### src/sv/kwg_pkg.sv
// shared types, codes and waveform tables for the keypad wavetable generator
// no dependencies
`default_nettype none

package kwg_pkg;

  localparam int TABLE_LEN_DEF = 30;
  localparam int WAVE_ROM_LEN  = 30;
  localparam int IDX_W         = 5;

  // request codes
  localparam logic [1:0] REQ_TICK = 2'd0;
  localparam logic [1:0] REQ_SCAN = 2'd1;
  localparam logic [1:0] REQ_KEY  = 2'd2;

  // digit entry phases
  localparam logic [1:0] PH_TENS    = 2'd0;
  localparam logic [1:0] PH_UNITS   = 2'd1;
  localparam logic [1:0] PH_CONFIRM = 2'd2;

  // waveform selections
  localparam logic [1:0] WAVE_SINE = 2'd0;
  localparam logic [1:0] WAVE_SAW  = 2'd1;
  localparam logic [1:0] WAVE_TRI  = 2'd2;

  // row patterns of a single pressed key, active low
  localparam logic [3:0] ROW_0 = 4'h7;
  localparam logic [3:0] ROW_1 = 4'hB;
  localparam logic [3:0] ROW_2 = 4'hD;
  localparam logic [3:0] ROW_3 = 4'hE;

  localparam logic [4:0] KEY_ZERO    = 5'd10;
  localparam logic [4:0] KEY_WAVE_LO = 5'd11;
  localparam logic [4:0] KEY_WAVE_HI = 5'd13;
  localparam logic [4:0] KEY_IGN_HI  = 5'd15;
  localparam logic [4:0] KEY_ENTER   = 5'd16;

  localparam logic [7:0]  DEFAULT_FREQ = 8'd100;
  localparam logic [11:0] TICKS_RST    = 12'd100;
  localparam logic [11:0] PERIOD_RST   = 12'd253;
  localparam logic [11:0] PERIOD_MAX   = 12'hFFF;

  // period = round(33333.33 / f) - 90, as (3333333 + 50 f) / (100 f) - 90
  localparam int          NUM_W       = 22;
  localparam int          DEN_W       = 15;
  localparam logic [21:0] PERIOD_NUM  = 22'd3333333;
  localparam logic [21:0] NUM_SCALE   = 22'd50;
  localparam logic [14:0] DEN_SCALE   = 15'd100;
  localparam logic [21:0] PERIOD_OFFS = 22'd90;
  localparam int          DIV_STEPS   = NUM_W / 2;
  localparam int          DIV_CNT_W   = $clog2(DIV_STEPS);

  localparam logic [7:0] SINE_ROM [WAVE_ROM_LEN] = '{
    8'd128, 8'd154, 8'd180, 8'd203, 8'd223, 8'd238, 8'd249, 8'd255, 8'd255, 8'd249,
    8'd238, 8'd223, 8'd203, 8'd180, 8'd154, 8'd128, 8'd101, 8'd75,  8'd52,  8'd32,
    8'd17,  8'd6,   8'd0,   8'd0,   8'd6,   8'd17,  8'd32,  8'd52,  8'd75,  8'd101
  };
  localparam logic [7:0] SAW_ROM [WAVE_ROM_LEN] = '{
    8'd0,   8'd8,   8'd17,  8'd26,  8'd35,  8'd43,  8'd52,  8'd61,  8'd70,  8'd79,
    8'd87,  8'd96,  8'd105, 8'd114, 8'd123, 8'd131, 8'd140, 8'd149, 8'd158, 8'd167,
    8'd175, 8'd184, 8'd193, 8'd202, 8'd211, 8'd219, 8'd228, 8'd237, 8'd246, 8'd255
  };
  localparam logic [7:0] TRI_ROM [WAVE_ROM_LEN] = '{
    8'd0,   8'd17,  8'd34,  8'd51,  8'd68,  8'd85,  8'd102, 8'd119, 8'd136, 8'd153,
    8'd170, 8'd187, 8'd204, 8'd221, 8'd238, 8'd255, 8'd238, 8'd221, 8'd204, 8'd187,
    8'd170, 8'd153, 8'd136, 8'd119, 8'd102, 8'd85,  8'd68,  8'd51,  8'd34,  8'd17
  };

  function automatic logic [7:0] rom_sample(input logic [1:0] sel, input logic [IDX_W-1:0] idx);
    logic [7:0] s;
    if (32'(idx) >= WAVE_ROM_LEN) begin
      s = 8'd0;
    end else if (sel == WAVE_SAW) begin
      s = SAW_ROM[idx];
    end else if (sel == WAVE_TRI) begin
      s = TRI_ROM[idx];
    end else begin
      s = SINE_ROM[idx];
    end
    return s;
  endfunction

  // controller to datapath
  typedef struct packed {
    logic apply;
    logic div_step;
    logic div_finish;
    logic load_out;
  } kwg_cmd_t;

  // datapath to controller
  typedef struct packed {
    logic need_div;
    logic div_last;
  } kwg_sts_t;

endpackage

`default_nettype wire

### src/sv/kwg_ctrl.sv
// sequencing controller: accept, divide, finish, hand result to output register
// depends on kwg_pkg
`default_nettype none

module kwg_ctrl (
  input  wire logic            clk,
  input  wire logic            rst_n,
  input  wire logic            in_valid,
  output logic                 in_stall,
  output logic                 out_valid,
  input  wire logic            out_stall,
  input  wire kwg_pkg::kwg_sts_t sts,
  output kwg_pkg::kwg_cmd_t    cmd
);

  typedef enum logic [3:0] {
    ST_IDLE = 4'b0001,
    ST_DIV  = 4'b0010,
    ST_FIN  = 4'b0100,
    ST_PEND = 4'b1000
  } state_t;

  state_t state_r, state_nxt;
  logic   out_valid_r, out_valid_nxt;
  logic   out_free;

  assign out_free = !out_valid_r || !out_stall;

  always_comb begin
    state_nxt = state_r;
    cmd       = '0;
    unique case (state_r)
      ST_IDLE: begin
        if (in_valid) begin
          cmd.apply = 1'b1;
          state_nxt = sts.need_div ? ST_DIV : ST_PEND;
        end
      end
      ST_DIV: begin
        cmd.div_step = 1'b1;
        if (sts.div_last) begin
          state_nxt = ST_FIN;
        end
      end
      ST_FIN: begin
        cmd.div_finish = 1'b1;
        state_nxt      = ST_PEND;
      end
      ST_PEND: begin
        // result waits here until the output register is free
        if (out_free) begin
          cmd.load_out = 1'b1;
          state_nxt    = ST_IDLE;
        end
      end
      default: state_nxt = ST_IDLE;
    endcase
  end

  always_comb begin
    out_valid_nxt = out_valid_r;
    if (cmd.load_out) begin
      out_valid_nxt = 1'b1;
    end else if (out_valid_r && !out_stall) begin
      out_valid_nxt = 1'b0;
    end
  end

  always_ff @(posedge clk) begin
    if (!rst_n) begin
      state_r     <= ST_IDLE;
      out_valid_r <= 1'b0;
    end else begin
      state_r     <= state_nxt;
      out_valid_r <= out_valid_nxt;
    end
  end

  assign in_stall  = (state_r != ST_IDLE);
  assign out_valid = out_valid_r;

endmodule

`default_nettype wire

### src/sv/kwg_dpath.sv
// datapath: generator state, key decode, radix-4 period divider, output register
// depends on kwg_pkg
`default_nettype none

module kwg_dpath #(
  parameter int TABLE_LEN = kwg_pkg::TABLE_LEN_DEF
) (
  input  wire logic              clk,
  input  wire logic              rst_n,
  input  wire logic [1:0]        in_req_type,
  input  wire logic [3:0]        in_row_bits,
  input  wire kwg_pkg::kwg_cmd_t cmd,
  output kwg_pkg::kwg_sts_t      sts,
  output logic [7:0]             out_duty,
  output logic [3:0]             out_column_drive,
  output logic [1:0]             out_entry_phase,
  output logic [1:0]             out_wave_choice,
  output logic [11:0]            out_period_ticks
);

  localparam int LAST_IDX = TABLE_LEN - 1;
  localparam int IW       = kwg_pkg::IDX_W;
  localparam int NW       = kwg_pkg::NUM_W;
  localparam int DW       = kwg_pkg::DEN_W;
  localparam int CW       = kwg_pkg::DIV_CNT_W;

  // generator state
  logic [IW-1:0] idx_r, idx_nxt;
  logic [1:0]    wsel_r, wsel_nxt;
  logic [11:0]   ticks_r, ticks_nxt;
  logic [11:0]   period_r, period_nxt;
  logic [7:0]    duty_r, duty_nxt;
  logic [1:0]    col_r, col_nxt;
  logic [1:0]    phase_r, phase_nxt;
  logic [7:0]    partial_r, partial_nxt;

  // divider
  logic [NW-1:0] num_r;
  logic [NW-1:0] quo_r;
  logic [DW-1:0] den_r;
  logic [DW-1:0] rem_r;
  logic [CW-1:0] cnt_r;

  // output register
  logic [7:0]  o_duty_r;
  logic [3:0]  o_col_r;
  logic [1:0]  o_phase_r;
  logic [1:0]  o_wave_r;
  logic [11:0] o_period_r;

  logic          row_hit;
  logic [4:0]    row_base;
  logic [4:0]    key;
  logic          wave_key;
  logic [7:0]    f_sel;
  logic          confirm;
  logic          q_hi, q_lo;
  logic [DW-1:0] rem_a, rem_b;
  logic [NW-1:0] quo_diff;
  logic [11:0]   period_sat;

  // one restoring division step
  function automatic logic [DW:0] div_bit(input logic [DW-1:0] rem, input logic nbit,
                                          input logic [DW-1:0] den);
    logic [DW:0] sh;
    logic [DW:0] res;
    sh = {rem, nbit};
    if (sh >= {1'b0, den}) begin
      res = {1'b1, DW'(sh - {1'b0, den})};
    end else begin
      res = {1'b0, sh[DW-1:0]};
    end
    return res;
  endfunction

  always_comb begin
    row_hit  = 1'b1;
    row_base = 5'd0;
    unique case (in_row_bits)
      kwg_pkg::ROW_0: row_base = 5'd0;
      kwg_pkg::ROW_1: row_base = 5'd4;
      kwg_pkg::ROW_2: row_base = 5'd8;
      kwg_pkg::ROW_3: row_base = 5'd12;
      default:        row_hit  = 1'b0;
    endcase
  end

  assign key      = row_base + {3'b000, col_r} + 5'd1;
  assign wave_key = (key >= kwg_pkg::KEY_WAVE_LO) && (key <= kwg_pkg::KEY_IGN_HI);
  assign f_sel    = (key == kwg_pkg::KEY_ENTER) ? partial_r : kwg_pkg::DEFAULT_FREQ;
  assign confirm  = (in_req_type == kwg_pkg::REQ_KEY) && row_hit && !wave_key &&
                    (phase_r != kwg_pkg::PH_TENS) && (phase_r != kwg_pkg::PH_UNITS);

  assign sts.need_div = confirm && (f_sel != 8'd0);
  assign sts.div_last = (cnt_r == CW'(kwg_pkg::DIV_STEPS - 1));

  // two quotient bits per cycle
  assign {q_hi, rem_a} = div_bit(rem_r, num_r[NW-1], den_r);
  assign {q_lo, rem_b} = div_bit(rem_a, num_r[NW-2], den_r);

  // clamp quotient minus offset into 0..4095
  always_comb begin
    quo_diff = quo_r - kwg_pkg::PERIOD_OFFS;
    if (quo_r < kwg_pkg::PERIOD_OFFS) begin
      period_sat = 12'd0;
    end else if (quo_diff > NW'(kwg_pkg::PERIOD_MAX)) begin
      period_sat = kwg_pkg::PERIOD_MAX;
    end else begin
      period_sat = quo_diff[11:0];
    end
  end

  always_comb begin
    idx_nxt     = idx_r;
    wsel_nxt    = wsel_r;
    ticks_nxt   = ticks_r;
    period_nxt  = period_r;
    duty_nxt    = duty_r;
    col_nxt     = col_r;
    phase_nxt   = phase_r;
    partial_nxt = partial_r;
    if (cmd.apply) begin
      case (in_req_type)
        kwg_pkg::REQ_TICK: begin
          if (ticks_r <= 12'd1) begin
            if (32'(idx_r) >= LAST_IDX) begin
              idx_nxt = '0;
            end else begin
              idx_nxt = idx_r + IW'(1);
            end
            duty_nxt  = kwg_pkg::rom_sample(wsel_r, idx_nxt);
            ticks_nxt = period_r;
          end else begin
            ticks_nxt = ticks_r - 12'd1;
          end
        end
        kwg_pkg::REQ_SCAN: col_nxt = col_r + 2'd1;
        kwg_pkg::REQ_KEY: begin
          if (row_hit) begin
            if (wave_key) begin
              if (key <= kwg_pkg::KEY_WAVE_HI) begin
                wsel_nxt = 2'(key - kwg_pkg::KEY_WAVE_LO);
              end
            end else begin
              case (phase_r)
                kwg_pkg::PH_TENS: begin
                  partial_nxt = {3'b000, key} * 8'd10;
                  phase_nxt   = kwg_pkg::PH_UNITS;
                end
                kwg_pkg::PH_UNITS: begin
                  partial_nxt = partial_r +
                                ((key == kwg_pkg::KEY_ZERO) ? 8'd0 : {3'b000, key});
                  phase_nxt   = kwg_pkg::PH_CONFIRM;
                end
                default: begin
                  phase_nxt = kwg_pkg::PH_TENS;
                  idx_nxt   = '0;
                  // zero frequency skips the divider
                  if (f_sel == 8'd0) begin
                    period_nxt = kwg_pkg::PERIOD_MAX;
                  end
                end
              endcase
            end
          end
        end
        default: ;
      endcase
    end
    if (cmd.div_finish) begin
      period_nxt = period_sat;
    end
  end

  always_ff @(posedge clk) begin
    if (!rst_n) begin
      idx_r     <= '0;
      wsel_r    <= kwg_pkg::WAVE_SAW;
      ticks_r   <= kwg_pkg::TICKS_RST;
      period_r  <= kwg_pkg::PERIOD_RST;
      duty_r    <= 8'd0;
      col_r     <= 2'd0;
      phase_r   <= kwg_pkg::PH_TENS;
      partial_r <= 8'd0;
      cnt_r     <= '0;
    end else begin
      idx_r     <= idx_nxt;
      wsel_r    <= wsel_nxt;
      ticks_r   <= ticks_nxt;
      period_r  <= period_nxt;
      duty_r    <= duty_nxt;
      col_r     <= col_nxt;
      phase_r   <= phase_nxt;
      partial_r <= partial_nxt;
      if (cmd.apply) begin
        cnt_r <= '0;
      end else if (cmd.div_step) begin
        cnt_r <= cnt_r + CW'(1);
      end
    end
  end

  always_ff @(posedge clk) begin
    if (cmd.apply) begin
      num_r <= kwg_pkg::PERIOD_NUM + NW'(f_sel) * kwg_pkg::NUM_SCALE;
      den_r <= DW'(f_sel) * kwg_pkg::DEN_SCALE;
      rem_r <= '0;
    end else if (cmd.div_step) begin
      num_r <= {num_r[NW-3:0], 2'b00};
      quo_r <= {quo_r[NW-3:0], q_hi, q_lo};
      rem_r <= rem_b;
    end
  end

  always_ff @(posedge clk) begin
    if (cmd.load_out) begin
      o_duty_r   <= duty_r;
      o_col_r    <= ~(4'b0001 << col_r);
      o_phase_r  <= phase_r;
      o_wave_r   <= wsel_r;
      o_period_r <= period_r;
    end
  end

  assign out_duty         = o_duty_r;
  assign out_column_drive = o_col_r;
  assign out_entry_phase  = o_phase_r;
  assign out_wave_choice  = o_wave_r;
  assign out_period_ticks = o_period_r;

endmodule

`default_nettype wire

### src/sv/keypad_wavetable_generator.sv
// keypad wavetable generator: one result per transfer, showing state after the event
// an event is applied on the input transfer, then waits in the pending state for the
//   output register; a frequency confirm first runs the divider at two quotient bits per
//   step, then a finish step; the input stalls until the result is in the output register
// reset: synchronous active-low rst_n restores the power-up waveform state, no clearing pass
// depends on kwg_pkg, kwg_ctrl, kwg_dpath
`default_nettype none

module keypad_wavetable_generator #(
  parameter int TABLE_LEN = kwg_pkg::TABLE_LEN_DEF
) (
  input  wire logic        clk,
  input  wire logic        rst_n,
  input  wire logic        in_valid,
  output logic             in_stall,
  input  wire logic [1:0]  in_req_type,
  input  wire logic [3:0]  in_row_bits,
  output logic             out_valid,
  input  wire logic        out_stall,
  output logic [7:0]       out_duty,
  output logic [3:0]       out_column_drive,
  output logic [1:0]       out_entry_phase,
  output logic [1:0]       out_wave_choice,
  output logic [11:0]      out_period_ticks
);

  kwg_pkg::kwg_cmd_t cmd;
  kwg_pkg::kwg_sts_t sts;

  kwg_ctrl u_ctrl (
    .clk       (clk),
    .rst_n     (rst_n),
    .in_valid  (in_valid),
    .in_stall  (in_stall),
    .out_valid (out_valid),
    .out_stall (out_stall),
    .sts       (sts),
    .cmd       (cmd)
  );

  kwg_dpath #(
    .TABLE_LEN (TABLE_LEN)
  ) u_dpath (
    .clk              (clk),
    .rst_n            (rst_n),
    .in_req_type      (in_req_type),
    .in_row_bits      (in_row_bits),
    .cmd              (cmd),
    .sts              (sts),
    .out_duty         (out_duty),
    .out_column_drive (out_column_drive),
    .out_entry_phase  (out_entry_phase),
    .out_wave_choice  (out_wave_choice),
    .out_period_ticks (out_period_ticks)
  );

endmodule

`default_nettype wire

### config.mk
export PLATFORM = sky130hd
export DESIGN_NAME = keypad_wavetable_generator
export DESIGN_NICKNAME = d
export VERILOG_FILES = /design/src/sv/kwg_pkg.sv /design/src/sv/kwg_ctrl.sv /design/src/sv/kwg_dpath.sv /design/src/sv/keypad_wavetable_generator.sv
export SDC_FILE = /design/constraint.sdc
export NUM_CORES = 1
export LEC_CHECK = 0
export ABC_CLOCK_PERIOD_IN_PS = 8850
export BUFFER_PORTS_ARGS = -buffer_cell sky130_fd_sc_hd__buf_2
export CAP_MARGIN = 25
export CORE_MARGIN = 10
export CORE_UTILIZATION = 35
export DETAILED_ROUTE_END_ITERATION = 16
export PLACE_DENSITY_LB_ADDON = 0.25
export REMOVE_ABC_BUFFERS = 1
export SLEW_MARGIN = 25
export SYNTH_ARGS = -nofsm -noshare
export SYNTH_HDL_FRONTEND = slang
export SYNTH_HIERARCHICAL = 1
export SYNTH_SLANG_ARGS = --single-unit
export TNS_END_PERCENT = 20
### constraint.sdc
create_clock -name clk -period 8.85 [get_ports clk]
set_input_delay 1.77 -clock clk [delete_from_list [all_inputs] [get_ports clk]]
set_output_delay 1.77 -clock clk [all_outputs]
set_load 0.05 [all_outputs]
* After elaboration in Yosys (flattened, before gate mapping)
Memory sizes are Yosys's and may differ from the RTL's.
Cells that the tools add are included.
** Storage, ports and cells
- Flip-flop bits (word level) :: 160
- Bits in read-only memories :: 768
- Input bits :: 10
- Output and inout bits :: 30
- Logic and storage cells :: 170
- Memories kept :: 3
** Memory list
- (name not given) :: depth 32, bits a word 8, rd ports 1, clocked after memory_dff 0, write ports 0, line kwg_pkg.sv:74 : s = SAW_ROM[idx];
- (name not given) :: depth 32, bits a word 8, rd ports 1, clocked after memory_dff 0, write ports 0, line kwg_pkg.sv:76 : s = TRI_ROM[idx];
- (name not given) :: depth 32, bits a word 8, rd ports 1, clocked after memory_dff 0, write ports 0, line kwg_pkg.sv:78 : s = SINE_ROM[idx];
** Operators by class
- Add/subtract/negate cells :: 12
- $mul :: 3
- Order comparisons :: 11
- Equality and inequality tests :: 27
- Shift-type cells :: 1
- Mux-type cells :: 51
- Bitwise logic cells :: 5
- Reduce and logical (&&, ||, !) cells :: 37
** Operators with widths (number)
- 2-to-1 mux 12 bit :: 10
- 2-to-1 mux 8 bit :: 10
- 2-to-1 mux 5 bit :: 9
- 2-to-1 mux 22 bit :: 2
- greater-or-equal comparator 16 x 15 -> 1 bit :: 2
- 2-to-1 mux 16 bit :: 2
- subtractor 15 bit :: 2
- multiplier 8 x 5 -> 13 bit, second input constant :: 2
- adder 21 x 15 -> 22 bit, first input constant :: 1
- > comparator 22 x 12 -> 1 bit, second input constant :: 1
- < comparator 22 x 7 -> 1 bit, second input constant :: 1
- subtractor 22 x 7 -> 22 bit, second input constant :: 1
- == test 4 bit, second input constant :: 5
- nonzero test 2 bit :: 9
- 2-to-1 mux 4 bit :: 4
- one-hot mux 4 bit (4 select lines) :: 1
- one-hot mux 8 bit (2 select lines) :: 1
- <= comparator 12 x 1 -> 1 bit, second input constant :: 1
- one-hot mux 4 bit (3 select lines) :: 1
- AND reduction 6 bit :: 2
- subtractor 12 x 1 -> 12 bit, second input constant :: 1
- adder 5 x 1 -> 5 bit, second input constant :: 2
- greater-or-equal comparator 5 bit, second input constant :: 2
- <= comparator 5 x 4 -> 1 bit, second input constant :: 2
- other kinds (37) :: 73

* Depth between registers and ports, before layout
- Depth after elaboration :: 14
- Mapped depth :: 22
- Depth with buffers taken out :: 21

* Hierarchy
The synthesis kept the hierarchy.
** Modules (own cells, without submodules)
- kwg_dpath :: instances 1, cells an instance 1112, area an instance 10174.8 um^2, seq. area each 3953.8 um^2
- kwg_ctrl :: instances 1, cells an instance 29, area an instance 292.8 um^2, seq. area each 100.1 um^2

* Worst setup path before layout
OpenSTA, ideal clock, no wires.
- Kind :: input to register
- From :: in in_row_bits[0]
- To :: reg u_dpath.num_r[14] (data pin)
- Setup time :: 254 ps
- Arrival :: 5727 ps
- Required time :: 8596 ps
- Path slack :: 2869 ps
- Cell stages on the path :: 19
- Path through :: buf_2 > nand4b_1 > or2_2 > nor2_1 > and2_1 > ha_1 > ha_1 > inv_1 > fa_1 > inv_1 > ha_1 > nor2b_1 > o21ai_0 > a21boi_0 > o31ai_1 > a21boi_0 > a211o_1 > o211ai_1 > o21a_1
** Between the ends
- Word-level cells in the longest chain between the ends :: 9
** Ends and longest elaborated chain
- from (decl) :: line keypad_wavetable_generator.sv:17 : input wire logic [3:0] in_row_bits,
- == test 4 bit :: line kwg_dpath.sv:79 : unique case (in_row_bits)
- one-hot mux 4 bit (3 select lines) * :: line kwg_dpath.sv:79
- adder 4 x 2 -> 5 bit * :: line kwg_dpath.sv:88 : assign key = row_base + {3'b000, col_r} + 5'd1;
- adder 5 x 1 -> 5 bit * :: line kwg_dpath.sv:88
- == test 5 bit * :: line kwg_dpath.sv:90 : assign f_sel = (key == kwg_pkg::KEY_ENTER) ? partial_r : kwg_pkg::DEFAULT_FREQ;
- 2-to-1 mux 8 bit * :: line kwg_dpath.sv:90
- multiplier 8 x 5 -> 13 bit * :: line kwg_dpath.sv:205 : num_r <= kwg_pkg::PERIOD_NUM + NW'(f_sel) * kwg_pkg::NUM_SCALE;
- adder 21 x 15 -> 22 bit * :: line kwg_dpath.sv:205
- 2-to-1 mux 22 bit * :: line kwg_dpath.sv:204 : if (cmd.apply) begin
- to (signal assigned) :: line kwg_dpath.sv:205
- to (signal assigned) :: line kwg_dpath.sv:209 : num_r <= {num_r[NW-3:0], 2'b00};
- to (decl) :: line kwg_dpath.sv:38 : logic [NW-1:0] num_r;
Every way passes the cells marked *; elsewhere a longest branch is shown, timed or not.
A chain may end at the register's enable or synchronous reset.

* Worst setup path in the final report
Ends and elaborated chain as after synthesis.

==> metrics.md <==
| Metric | Value |
|---|---|
| Endpoint type of the worst setup path | flip-flop |
| Antenna diode count | 0 |
| Final min period | 6.18 ns |
| Remaining max-slew budget at the tightest pin | 0.308 |
| Via count of the first global-routing pass | 8,036 |
| Number of failing hold endpoints at the final stage | 0 |
| Max-Cap Viols | 0 |
| RD Place Congestion | 0.849 |
| Mapped Cells | 1,141 |
| First-pass GRT wire length | 42,100 um |
| HP Start | u_dpath/duty_r[2] |
| Clock buffer count from CTS | 17 |
| Post-CTS setup buffer count | 0 |
| Portion of the post-synthesis area used by sequential elements | 0.387 |
| Final clock skew | 0.0170 ns |
| Synthesized-area fraction occupied by xor and xnor cells | 0.0482 |
| CTS H-tree lvls | 4 |
| Setup slack on the worst flop-to-flop path | 3.45 ns |
| Wire length per cell | 16.2 um |
| Post-route worst hold slack | 0.436 ns |
| Hold-fix buffers, CTS | 0 |
| Total overflow reported by the global router | 0 |
| Synth top area cells | sky130_fd_sc_hd__edfxtp_1 (24%), sky130_fd_sc_hd__dfxtp_1 (14%), sky130_fd_sc_hd__ha_1 (11%) |
| Count of pins over their slew limit | 0 |
| # port buffers | 39 |
| Total Routing Usage GR | 0.139 |
| Post-synthesis compound-gate area fraction | 0.206 |
| Number of rows created at floorplan | 63 |
| Net count of the finished layout | 1,276 |
| Maximum fanout along the worst path | 8 |
| Type of the worst setup path | primary input to flip-flop |
| End of the worst register-to-register path | u_dpath/num_r[14] |
| Syn Area/Cell | 9.17 um^2 |
| Yosys reg bits | 160 |
| Fraction of post-synthesis cell area in the top cell type by area | 0.244 |
| Effective utilization at floorplan | 0.354 |
| Top Ports | 40 |
| Fraction of final layout cells sized beyond drive strength 1 | 0.105 |
| Source-to-sink clock delay at the later pin of the worst-skew pair | 0.44 ns |
| Number of gates given a new drive strength after cts | 0 |
| Die H | 193 um |
| Upper clock frequency limit | 162 MHz |
| Final-layout setup total negative slack | 0 ns |
| Dominant combinational cell family by area after synthesis | compound AO/OA/AOI/OAI gates |
| Share of synthesized flip-flops with an asynchronous set or reset | 0 |
| Peak-usage layer in the global routing report | met2 |
| Core area | 0.0296 mm^2 |
| Peak ir drop on the vdd network | 0.000144 V |
| Area growth, synth to finish | 11.5% |
| Leakage power | 0.00463 uW |
| Arrival time worst endpoint | 6.37 ns |
| Launch point of the worst path | in_row_bits[0] |
| Worst r2r path cells | 19 |
| Buffers from clock root to sink, at most | 2 |
| Post-synth design cell area | 0.0105 mm^2 |
| Number of sinks driven by the clock tree | 160 |
| Critical R2R Launch | u_dpath/col_r[0] |
| Req. time, crit path | 9.04 ns |
| Cell accounting for the most synthesized area | sky130_fd_sc_hd__edfxtp_1 |
| Total wire length after detailed routing | 25,400 um |
| Met3 track demand over resource | 0.0248 |
| Initial antenna violation count | 0 |
| Fraction of the mapped netlist area in simple logic gates | 0.165 |
| TritonCTS clock tree | yes |
| Crit path capture | u_dpath/num_r[14] |
| Remaining antenna violation count | 0 |
| Number of library cell types mapped by synthesis | 86 |
| Vias per inst | 5.33 |
| Met1 demand-to-capacity share in global routing | 0.195 |
| Post-Synth Adder-Cell Area | 0.126 |
| Floorplan die area | 0.0372 mm^2 |
| Post-synth top flop | sky130_fd_sc_hd__edfxtp_1 |
| Finish-stage setup viols | 0 |
| Maximum number of pins on one net before global-route repair | 50 |
| Worst Hold Class | flip-flop to flip-flop |
| EDFF count, synth | 85 |
| Root buffer cell | sky130_fd_sc_hd__clkbuf_16 |
| Post-DP HPWL | 18,700 um |
| PwrDens | 142 mW/mm^2 |
| Pin slew with the least headroom to its limit | 1.02 ns |
| First-pass iteration count of the detailed router | 5 |
| Total of warnings raised by yosys | 6 |
| Residual DRC count | 0 |
| Unrepaired setup endpoints after global routing | false |
| Result of the run | completed |
| Number of vias after detailed routing | 8,370 |
| Fraction of synthesized area in multiplexers | 0.0197 |
| Final period utilization | 0.698 |
| Die span in x | 193 um |
| Met2 Usage GRT | 0.219 |
| Clock-pin slew on the worst setup and hold paths | 0.07 ns |
| Initial DRC count | 758 |
| Startpoint kind of the worst setup timing path | primary input |
[area by class of cell]
| class | count | area (um^2) |
|---|---|---|
| clock inverter | 14 | 158 |
| clock buffer | 18 | 450 |
| sequential | 160 | 4050 |
| multi-input combinational | 852 | 5930 |
| tap | 390 | 488 |
| fill | 2983 | 17900 |
| timing repair buffer | 48 | 263 |
| inverter | 87 | 329 |
[cell usage in the layout, fill, tap and decap left out, types with 9 or more instances in the layout]
cell,synthesis,final
sky130_fd_sc_hd__nand2_1,116,116
sky130_fd_sc_hd__ha_1,93,93
sky130_fd_sc_hd__edfxtp_1,85,85
sky130_fd_sc_hd__inv_1,82,82
sky130_fd_sc_hd__nor2_1,83,81
sky130_fd_sc_hd__a21oi_1,80,79
sky130_fd_sc_hd__dfxtp_1,75,75
sky130_fd_sc_hd__o21ai_0,69,68
sky130_fd_sc_hd__buf_2,10,39
sky130_fd_sc_hd__nand3_1,31,31
sky130_fd_sc_hd__xnor2_1,30,30
sky130_fd_sc_hd__a211oi_1,27,27
sky130_fd_sc_hd__xor2_1,25,24
sky130_fd_sc_hd__nor3_1,22,22
sky130_fd_sc_hd__clkbuf_16,0,18
sky130_fd_sc_hd__or2_2,15,15
sky130_fd_sc_hd__a21o_1,15,15
sky130_fd_sc_hd__mux2i_1,15,15
sky130_fd_sc_hd__o21a_1,13,13
sky130_fd_sc_hd__o31ai_1,13,13
sky130_fd_sc_hd__nor2b_1,12,12
sky130_fd_sc_hd__nand2b_1,11,11
sky130_fd_sc_hd__o211ai_1,11,11
sky130_fd_sc_hd__buf_4,1,9
sky130_fd_sc_hd__and2_1,10,9
sky130_fd_sc_hd__o22ai_1,9,9
[cell usage after synthesis (all sizes together), types with 4 or more instances]
| cell type | number |
|---|---|
| a22oi | 4 |
| nor4 | 6 |
| mux2i | 15 |
| o311ai | 5 |
| o21ai | 70 |
| o211ai | 11 |
| and3 | 6 |
| o21a | 13 |
| nand2b | 11 |
| xnor2 | 30 |
| or3 | 6 |
| a21oi | 80 |
| or2 | 16 |
| a211o | 5 |
| nor3b | 7 |
| edfxtp | 85 |
| a22o | 8 |
| xor2 | 25 |
| a221oi | 4 |
| and2 | 11 |
| dfxtp | 75 |
| o2111ai | 7 |
| nand3 | 31 |
| mux2 | 5 |
| clkbuf | 28 |
| buf | 14 |
| ha | 93 |
| nor2b | 12 |
| a21o | 15 |
| a211oi | 28 |
| inv | 84 |
| nand4 | 6 |
| fa | 7 |
| nor2 | 85 |
| or4 | 4 |
| o22ai | 9 |
| o22a | 8 |
| nor3 | 23 |
| o211a | 4 |
| nand2 | 116 |
| o31ai | 13 |
| a31oi | 8 |
[power breakdown]
group | switching [uW] | leakage [uW] | internal (uW)
clock network | 350 | 0.000298 | 396
logic | 69.5 | 0.00296 | 33.9
registers | 9.06 | 0.00137 | 798
[flip-flops by register name, summed over array words and instances (netlist names), 12 cells and up]
register,cells
u_dpath/den_r,13
u_dpath/period_r,12
u_dpath/ticks_r,12
u_dpath/num_r,22
u_dpath/rem_r,15
u_dpath/quo_r,22
u_dpath/out_period_ticks,12
[per-layer routing]
metal	up-vias	part of all wire	wire length [um]
met5	-	0	0
met4	0	0.0071	180
met3	12	0.033	847
met2	132	0.46	11800
met1	4005	0.50	12600
li1	4221	-	-
[worst max-delay path, stage by stage]
cell	delay, ns
sky130_fd_sc_hd__buf_2	0.14
sky130_fd_sc_hd__nand4b_1	0.24
sky130_fd_sc_hd__or2_2	0.36
sky130_fd_sc_hd__nor2_1	0.35
sky130_fd_sc_hd__and2_1	0.25
sky130_fd_sc_hd__ha_1	0.25
sky130_fd_sc_hd__ha_1	0.28
sky130_fd_sc_hd__inv_1	0.05
sky130_fd_sc_hd__fa_1	0.49
sky130_fd_sc_hd__inv_1	0.04
sky130_fd_sc_hd__ha_1	0.32
sky130_fd_sc_hd__nor2b_1	0.14
sky130_fd_sc_hd__o21ai_0	0.20
sky130_fd_sc_hd__a21boi_0	0.19
sky130_fd_sc_hd__o31ai_1	0.29
sky130_fd_sc_hd__a21boi_0	0.45
sky130_fd_sc_hd__a211o_1	0.24
sky130_fd_sc_hd__o211ai_1	0.15
sky130_fd_sc_hd__o21a_1	0.16
[kinds of logic (layout without fill, tap and decap cells)]
group,after synthesis,count (layout)
and+or+nand+nor,352,352
DFF,160,160
muxes,20,20
adders and majority gates,101,101
buffers and inverters,129,167
xor gates and xnor gates,56,56
AOI/OAI and AO/OA,323,323
[through the flow]
step | worst slack (ns) | cell area (um^2) | util | instances | total power [uW]
2_1_floorplan | 2.98 | 10300 | - | 1099 | 894
3_3_place_gp | 2.38 | 11000 | 0.374 | 1537 | 927
3_5_place_dp | 2.22 | 11000 | 0.374 | 1537 | 928
4_1_cts | 2.66 | 11700 | 0.394 | 1569 | 1680
5_1_grt | 2.36 | 11700 | 0.395 | 1569 | 1720
6_report | 2.67 | 11700 | 0.395 | 1569 | 1660
[worst min path at each step]
stage / end / slack, ns / cells after the start
finish: u_dpath/out_duty[2] / 0.44 / 0
CTS: u_dpath/out_duty[2] / 0.44 / 0
floorplan: u_dpath/out_duty[7] / 0.40 / 0
detailed placement: u_dpath/out_duty[0] / 0.42 / 0
global route: u_dpath/out_duty[6] / 0.44 / 0
global placement: u_dpath/out_duty[6] / 0.42 / 0
(Power assumes the default switching activity.)
